## src/deq_pkg.sv

```systemverilog
// Shared types and constants for the double-ended queue.
package deq_pkg;

   localparam int DATA_W           = 32;
   localparam int OCC_W            = 6;
   localparam int DEFAULT_CAPACITY = 32;

   typedef enum logic [1:0] {
      KIND_PUSH_BACK  = 2'd0,
      KIND_PUSH_FRONT = 2'd1,
      KIND_POP_FRONT  = 2'd2,
      KIND_POP_BACK   = 2'd3
   } kind_type;

   typedef enum logic [1:0] {
      STATUS_OK        = 2'd0,
      STATUS_OVERFLOW  = 2'd1,
      STATUS_UNDERFLOW = 2'd2
   } status_type;

   // What every cell of a row does when the row is updated.
   typedef enum logic [1:0] {
      CELL_HOLD      = 2'd0,
      CELL_FROM_LOW  = 2'd1,
      CELL_FROM_HIGH = 2'd2,
      CELL_APPEND    = 2'd3
   } cell_op_type;

   typedef struct packed {
      cell_op_type               op;
      logic signed [DATA_W-1:0]  value;
   } deq_cell_cmd_type;

   typedef struct packed {
      kind_type                  kind;
      logic signed [DATA_W-1:0]  value;
   } deq_req_type;

   typedef struct packed {
      status_type                status;
      logic signed [DATA_W-1:0]  popped_value;
      logic [OCC_W-1:0]          occupancy;
   } deq_rsp_type;

endpackage

```

## src/deq_cell.sv

```systemverilog
// One storage cell of a queue row: holds a word, shifts to or from its neighbors.
module deq_cell
   import deq_pkg::*;
#(
   parameter int CNT_W    = 6,
   parameter int CELL_IDX = 0
) (
   input  logic                      clock,
   input  deq_cell_cmd_type          cmd,
   input  logic [CNT_W-1:0]          count,
   input  logic signed [DATA_W-1:0]  low_data,
   input  logic signed [DATA_W-1:0]  high_data,
   output logic signed [DATA_W-1:0]  data
);

   logic signed [DATA_W-1:0] data_ff;
   logic signed [DATA_W-1:0] data_in;

   always_comb begin
      data_in = data_ff;
      unique case (cmd.op)
         CELL_HOLD: begin
            data_in = data_ff;
         end
         CELL_FROM_LOW: begin
            data_in = low_data;
         end
         CELL_FROM_HIGH: begin
            data_in = high_data;
         end
         CELL_APPEND: begin
            // Only the first free cell takes the new word.
            if (count == CNT_W'(CELL_IDX)) begin
               data_in = cmd.value;
            end
         end
      endcase
   end

   always_ff @(posedge clock) begin
      data_ff <= data_in;
   end

   assign data = data_ff;

endmodule

```

## src/deq_row.sv

```systemverilog
// A row of cells holding queue contents packed from cell zero upward.
module deq_row
   import deq_pkg::*;
#(
   parameter int CAPACITY = DEFAULT_CAPACITY,
   parameter int CNT_W    = $clog2(CAPACITY + 1)
) (
   input  logic                      clock,
   input  deq_cell_cmd_type          cmd,
   input  logic [CNT_W-1:0]          count,
   output logic signed [DATA_W-1:0]  head_data
);

   logic signed [DATA_W-1:0] cell_data [CAPACITY];
   logic signed [DATA_W-1:0] low_data  [CAPACITY];
   logic signed [DATA_W-1:0] high_data [CAPACITY];

   for (genvar i = 0; i < CAPACITY; i++) begin : g_cell
      // The new word enters at cell zero when the row shifts upward.
      if (i == 0) begin : g_first
         assign low_data[i] = cmd.value;
      end else begin : g_inner_low
         assign low_data[i] = cell_data[i-1];
      end
      if (i == CAPACITY - 1) begin : g_last
         assign high_data[i] = cell_data[i];
      end else begin : g_inner_high
         assign high_data[i] = cell_data[i+1];
      end

      deq_cell #(
         .CNT_W    (CNT_W),
         .CELL_IDX (i)
      ) u_cell (
         .clock     (clock),
         .cmd       (cmd),
         .count     (count),
         .low_data  (low_data[i]),
         .high_data (high_data[i]),
         .data      (cell_data[i])
      );
   end

   assign head_data = cell_data[0];

endmodule

```

## src/double_ended_queue.sv

```systemverilog
// Top level of the bounded double-ended queue of signed 32-bit words.
//
// Usage: each word on the req_ channel is one operation (push back, push
// front, pop front, pop back) plus a value that pushes store. Each accepted
// operation gives exactly one word on the rsp_ channel with a status (ok,
// overflow, underflow), the popped value (zero unless a pop succeeded) and
// the occupancy afterward. A refused push or pop changes nothing.
// The response is registered, valid in the cycle after acceptance;
// throughput is one operation per cycle unless the receiver stalls. Two
// rows of cells hold the contents, one with the front at cell zero and
// one with the back at cell zero, so either end is read from a fixed cell
// and every update is a shift or an append. When the receiver stalls, the
// registered response holds and req_ready stays high only if that
// response is being taken in the same cycle. Synchronous reset empties the
// queue and drops any pending response, with no clearing pass.
module double_ended_queue
   import deq_pkg::*;
#(
   parameter int CAPACITY = DEFAULT_CAPACITY
) (
   input  logic         clock,
   input  logic         reset,
   input  logic         req_valid,
   output logic         req_ready,
   input  deq_req_type  req_payload,
   output logic         rsp_valid,
   input  logic         rsp_ready,
   output deq_rsp_type  rsp_payload
);

   localparam int CNT_W = $clog2(CAPACITY + 1);

   logic [CNT_W-1:0]          count_ff;
   logic [CNT_W-1:0]          count_in;
   logic                      rsp_valid_ff;
   logic                      rsp_valid_in;
   deq_rsp_type               rsp_payload_ff;
   deq_rsp_type               rsp_payload_in;
   deq_cell_cmd_type          front_cmd;
   deq_cell_cmd_type          back_cmd;
   logic signed [DATA_W-1:0]  front_head;
   logic signed [DATA_W-1:0]  back_head;
   logic                      accept;
   logic                      full;
   logic                      empty;

   assign req_ready = !rsp_valid_ff || rsp_ready;
   assign accept    = req_valid && req_ready;
   assign full      = (count_ff == CNT_W'(CAPACITY));
   assign empty     = (count_ff == '0);

   always_comb begin
      front_cmd.op    = CELL_HOLD;
      front_cmd.value = req_payload.value;
      back_cmd.op     = CELL_HOLD;
      back_cmd.value  = req_payload.value;
      count_in        = count_ff;
      rsp_payload_in.status       = STATUS_OK;
      rsp_payload_in.popped_value = '0;

      if (accept) begin
         unique case (req_payload.kind)
            KIND_PUSH_BACK: begin
               if (full) begin
                  rsp_payload_in.status = STATUS_OVERFLOW;
               end else begin
                  front_cmd.op = CELL_APPEND;
                  back_cmd.op  = CELL_FROM_LOW;
                  count_in     = count_ff + 1'b1;
               end
            end
            KIND_PUSH_FRONT: begin
               if (full) begin
                  rsp_payload_in.status = STATUS_OVERFLOW;
               end else begin
                  front_cmd.op = CELL_FROM_LOW;
                  back_cmd.op  = CELL_APPEND;
                  count_in     = count_ff + 1'b1;
               end
            end
            KIND_POP_FRONT: begin
               if (empty) begin
                  rsp_payload_in.status = STATUS_UNDERFLOW;
               end else begin
                  // The back row only loses its last valid cell, so a
                  // smaller count is all it needs.
                  rsp_payload_in.popped_value = front_head;
                  front_cmd.op = CELL_FROM_HIGH;
                  count_in     = count_ff - 1'b1;
               end
            end
            KIND_POP_BACK: begin
               if (empty) begin
                  rsp_payload_in.status = STATUS_UNDERFLOW;
               end else begin
                  rsp_payload_in.popped_value = back_head;
                  back_cmd.op  = CELL_FROM_HIGH;
                  count_in     = count_ff - 1'b1;
               end
            end
         endcase
      end

      rsp_payload_in.occupancy = OCC_W'(count_in);
      rsp_valid_in = accept || (rsp_valid_ff && !rsp_ready);
   end

   deq_row #(
      .CAPACITY (CAPACITY),
      .CNT_W    (CNT_W)
   ) u_front_row (
      .clock     (clock),
      .cmd       (front_cmd),
      .count     (count_ff),
      .head_data (front_head)
   );

   deq_row #(
      .CAPACITY (CAPACITY),
      .CNT_W    (CNT_W)
   ) u_back_row (
      .clock     (clock),
      .cmd       (back_cmd),
      .count     (count_ff),
      .head_data (back_head)
   );

   always_ff @(posedge clock) begin
      if (reset) begin
         count_ff     <= '0;
         rsp_valid_ff <= 1'b0;
      end else begin
         count_ff     <= count_in;
         rsp_valid_ff <= rsp_valid_in;
      end
   end

   always_ff @(posedge clock) begin
      if (accept) begin
         rsp_payload_ff <= rsp_payload_in;
      end
   end

   assign rsp_valid   = rsp_valid_ff;
   assign rsp_payload = rsp_payload_ff;

endmodule

```

## config.mk

```make
export PLATFORM = sky130hd
export DESIGN_NAME = double_ended_queue
export DESIGN_NICKNAME = d
export VERILOG_FILES = /design/src/deq_pkg.sv /design/src/deq_cell.sv /design/src/deq_row.sv /design/src/double_ended_queue.sv
export SDC_FILE = /design/constraint.sdc
export NUM_CORES = 2
export LEC_CHECK = 0
export ABC_AREA = 1
export BUFFER_PORTS_ARGS = -buffer_cell sky130_fd_sc_hd__buf_2
export CAP_MARGIN = 20
export CELL_PAD_IN_SITES_DETAIL_PLACEMENT = 0
export CELL_PAD_IN_SITES_GLOBAL_PLACEMENT = 1
export CORE_MARGIN = 2
export CORE_UTILIZATION = 50
export CTS_BUF_LIST = sky130_fd_sc_hd__clkbuf_4 sky130_fd_sc_hd__clkbuf_8
export DETAILED_ROUTE_END_ITERATION = 12
export PLACE_DENSITY_LB_ADDON = 0.1
export SETUP_SLACK_MARGIN = 0.1
export SYNTH_ARGS = -nofsm -noshare
export SYNTH_HDL_FRONTEND = slang
export SYNTH_HIERARCHICAL = 1
export SYNTH_SLANG_ARGS = --single-unit
```

## constraint.sdc

```tcl
create_clock -name clock -period 13.05 [get_ports clock]
set_input_delay 1.305 -clock clock [delete_from_list [all_inputs] [get_ports clock]]
set_output_delay 1.305 -clock clock [all_outputs]
set_load 0.05 [all_outputs]
```

==> impl_results.md <==
* Initial Utilization at 0.5015
* H-tree depth at 5
* CP required at roughly 14 ns
* Die area at between 200,000 and 250,000 um2
* Leakage at approximately 48 nW
* Worst slew pin tran at 1.202 ns
* Total power at 0.01787 W
* PD cells at between 150 and 200 nW/um2
* Setup TNS Final at 0 ns
* Drc violations at 0
* Routed len/inst at roughly 22 um
* Fin cells at 14,959
* Global-route wire length before repair at approximately 500,000 um
* Most frequent cells in the layout: nand2_1 (6,322), edfxtp_1 (2,088), nand3_1 (1,399)
* Worst Path Arrival at between 5 and 6 ns
* Unrepaired setup endpoints after global routing: false
* Post-Route WL at 329,700 um
* Max Slew Vio Count at 0
* Cts bufs inserted at between 300 and 400
* CP Launch Type: flip-flop
* Core box area at about 220,000 um2
* FF+latch count, synth at between 2,000 and 2,500
* Die X at approximately 470 um
* DP Cell Count at between 10,000 and 15,000
* Worst-Skew Late Latency at around 1.1 ns
* Commonest non-fill, non-tap cell in the layout: nand2_1
* Hpwl dp at ~210,000 um
* Fmax at 0.2042 GHz
* Layout area overhead at 6.593%
* HP Class: reg2reg
* CTS tree: yes
* CTS resizes at 0
* TritonRoute pass-1 iters at 8
* CTS clock-pin slew for the worst setup and hold paths at about 0.06 ns
* Vias in the first global route at 83,160
* I/O Pins at 80
* CP Class: reg2reg
* Slew headroom at 0.1984
* Register area share after synthesis at 0.5720
* DR iter-0 viols at 9,873
* Crit end category: flip-flop
* Overall routing resource usage at 0.2876
* Core Rows at between 150 and 200
* Final min period at between 4 and 5 ns
* Total grt overflow at 0
* Share of layout cells above drive strength 1 at 0.1481
* Remaining antenna violation count after routing at 0
* Period utilisation layout at 0.3753
* Mapped Nets at 11,866
* Worst IR Drop VDD at approximately 0.11 mV
* Clock sinks at between 2,000 and 2,500
* Vias at 85,491
* Mapped Area at approximately 110,000 um2
* Largest net degree at the start of global routing at slightly below 70
* Post-Syn Area per Cell at 9.291 um2
* Count of cell types in the netlist at 25
* CTS Buffer Depth at 4
* Post-CTS Setup Inserts at 0
* Setup Skew at 0.04717 ns
* Port Buffer Count at 79
* Area leader, netlist: edfxtp_1
* Yosys Warn Count at 6
* Clk root buf: clkbuf_8
* Maxcap violations at 0
* Nets at between 10,000 and 15,000
* GPL Wtd Cong at between 0.8 and 0.9
* Synth top area share at 0.5707
* Initial antenna violation count at 7
* Synth top area cells: edfxtp_1 (57%), nand2_1 (22%), nand3_2 (7.2%)
* Cts-stage hold buffer count at 0
* Die height at around 470 um
* DR vias/cell at about 5.7
* Crit-path max FO at between 60 and 70
* Status: finished, final reports clean
* # setup viols final at 0
* Synth Instances at around 12,000
* Fin. Hold Viols at 0
==> final timing paths <==
path	slack (ns)	cells past startpoint	endpoint	start
worst max-delay path	8.15	11	u_front_row/g_cell[30].u_cell/data[5]	count_ff[5]
worst min-delay path	0.52	2	u_back_row/g_cell[26].u_cell/data[22]	u_back_row/g_cell[27].u_cell/data[22]
worst min register to register	0.52	2	u_back_row/g_cell[26].u_cell/data[22]	u_back_row/g_cell[27].u_cell/data[22]
worst max register to register	8.15	11	u_front_row/g_cell[30].u_cell/data[5]	count_ff[5]
==> kinds of logic (layout without fill, tap and decap cells) <==
family	Yosys count	in the layout	share of synthesized area
AOI/OAI and AO/OA	70	70	0.003280
xor gates and xnor gates	3	3	0.0002392
adders and majority gates	3	3	0.0003417
buffers and inverters	846	1105	0.05779
DFF	2095	2095	0.5720
other	0	4	0
and+or+nand+nor	8808	8808	0.3664
==> worst max-delay path: stages, from the launching register on <==
cell,delay [ns]
dfxtp_2,0.33
buf_4,0.64
nor2_1,0.18
nand3_1,0.19
nand2_1,0.17
nor3_2,0.16
buf_4,0.66
buf_4,0.64
inv_2,0.46
nor2_4,0.94
nand2_1,0.18
nand3_2,0.10
==> through the flow <==
step                      area, um2  hold slack (ns)    util  setup slack, ns
after global placement       109800           0.5291  0.5011            7.193
after detailed placement     109900           0.5320  0.5014            7.114
after floorplan              109900           0.5241       -            2.183
after global routing         117100           0.5361  0.5345            7.793
final                        117100           0.5234  0.5345            8.152
after CTS                    117000           0.4712  0.5339            8.143
==> final cells by class <==
cell class	count	area (um2)
repair buffers	170	1294
flip-flops and latches	2095	62850
well taps	2871	3592
fillers	20235	102000
multi-input cells	8884	41300
clock inverters	178	852.1
diodes	4	10.01
clock buffers	504	6255
inverters	253	949.7
==> registers in the layout, indices dropped and copies added (netlist names) <==
| register | flops |
|---|---|
| count_ff | 6 |
| u_back_row/g_cell.u_cell/data | 1024 |
| rsp_valid | 1 |
| rsp_payload | 40 |
| u_front_row/g_cell.u_cell/data | 1024 |
==> routing by layer <==
layer,part of all wire,vias up,track usage
met5,0,-,0
met2,0.45,3994,0.4444
met3,0.081,579,0.03882
met1,0.44,41583,0.4225
li1,-,39335,-
met4,0.027,0,0.08593
==> cells in the mapped netlist, drive strengths merged <==
cell type,instances
o21ai,2
dfxtp,7
inv,253
xor2,3
a21oi,67
nor3,2
nand4,3
nor2,292
edfxtp,2088
nand2,6323
o211ai,1
clkbuf,3
nand3,2188
buf,590
ha,3
==> where the power goes <==
| part | leakage (nW) | switching, W | internal (W) | total, W |
|---|---|---|---|---|
| Sequential | 20.1 | 0.000563 | 0.00863 | 0.00919 |
| Combinational | 23.7 | 0.00186 | 0.000789 | 0.00265 |
| Clock | 3.77 | 0.00284 | 0.00318 | 0.00603 |
| Total | 47.5 | 0.00527 | 0.0126 | 0.0179 |
Power figures use the tool's default switching activity.
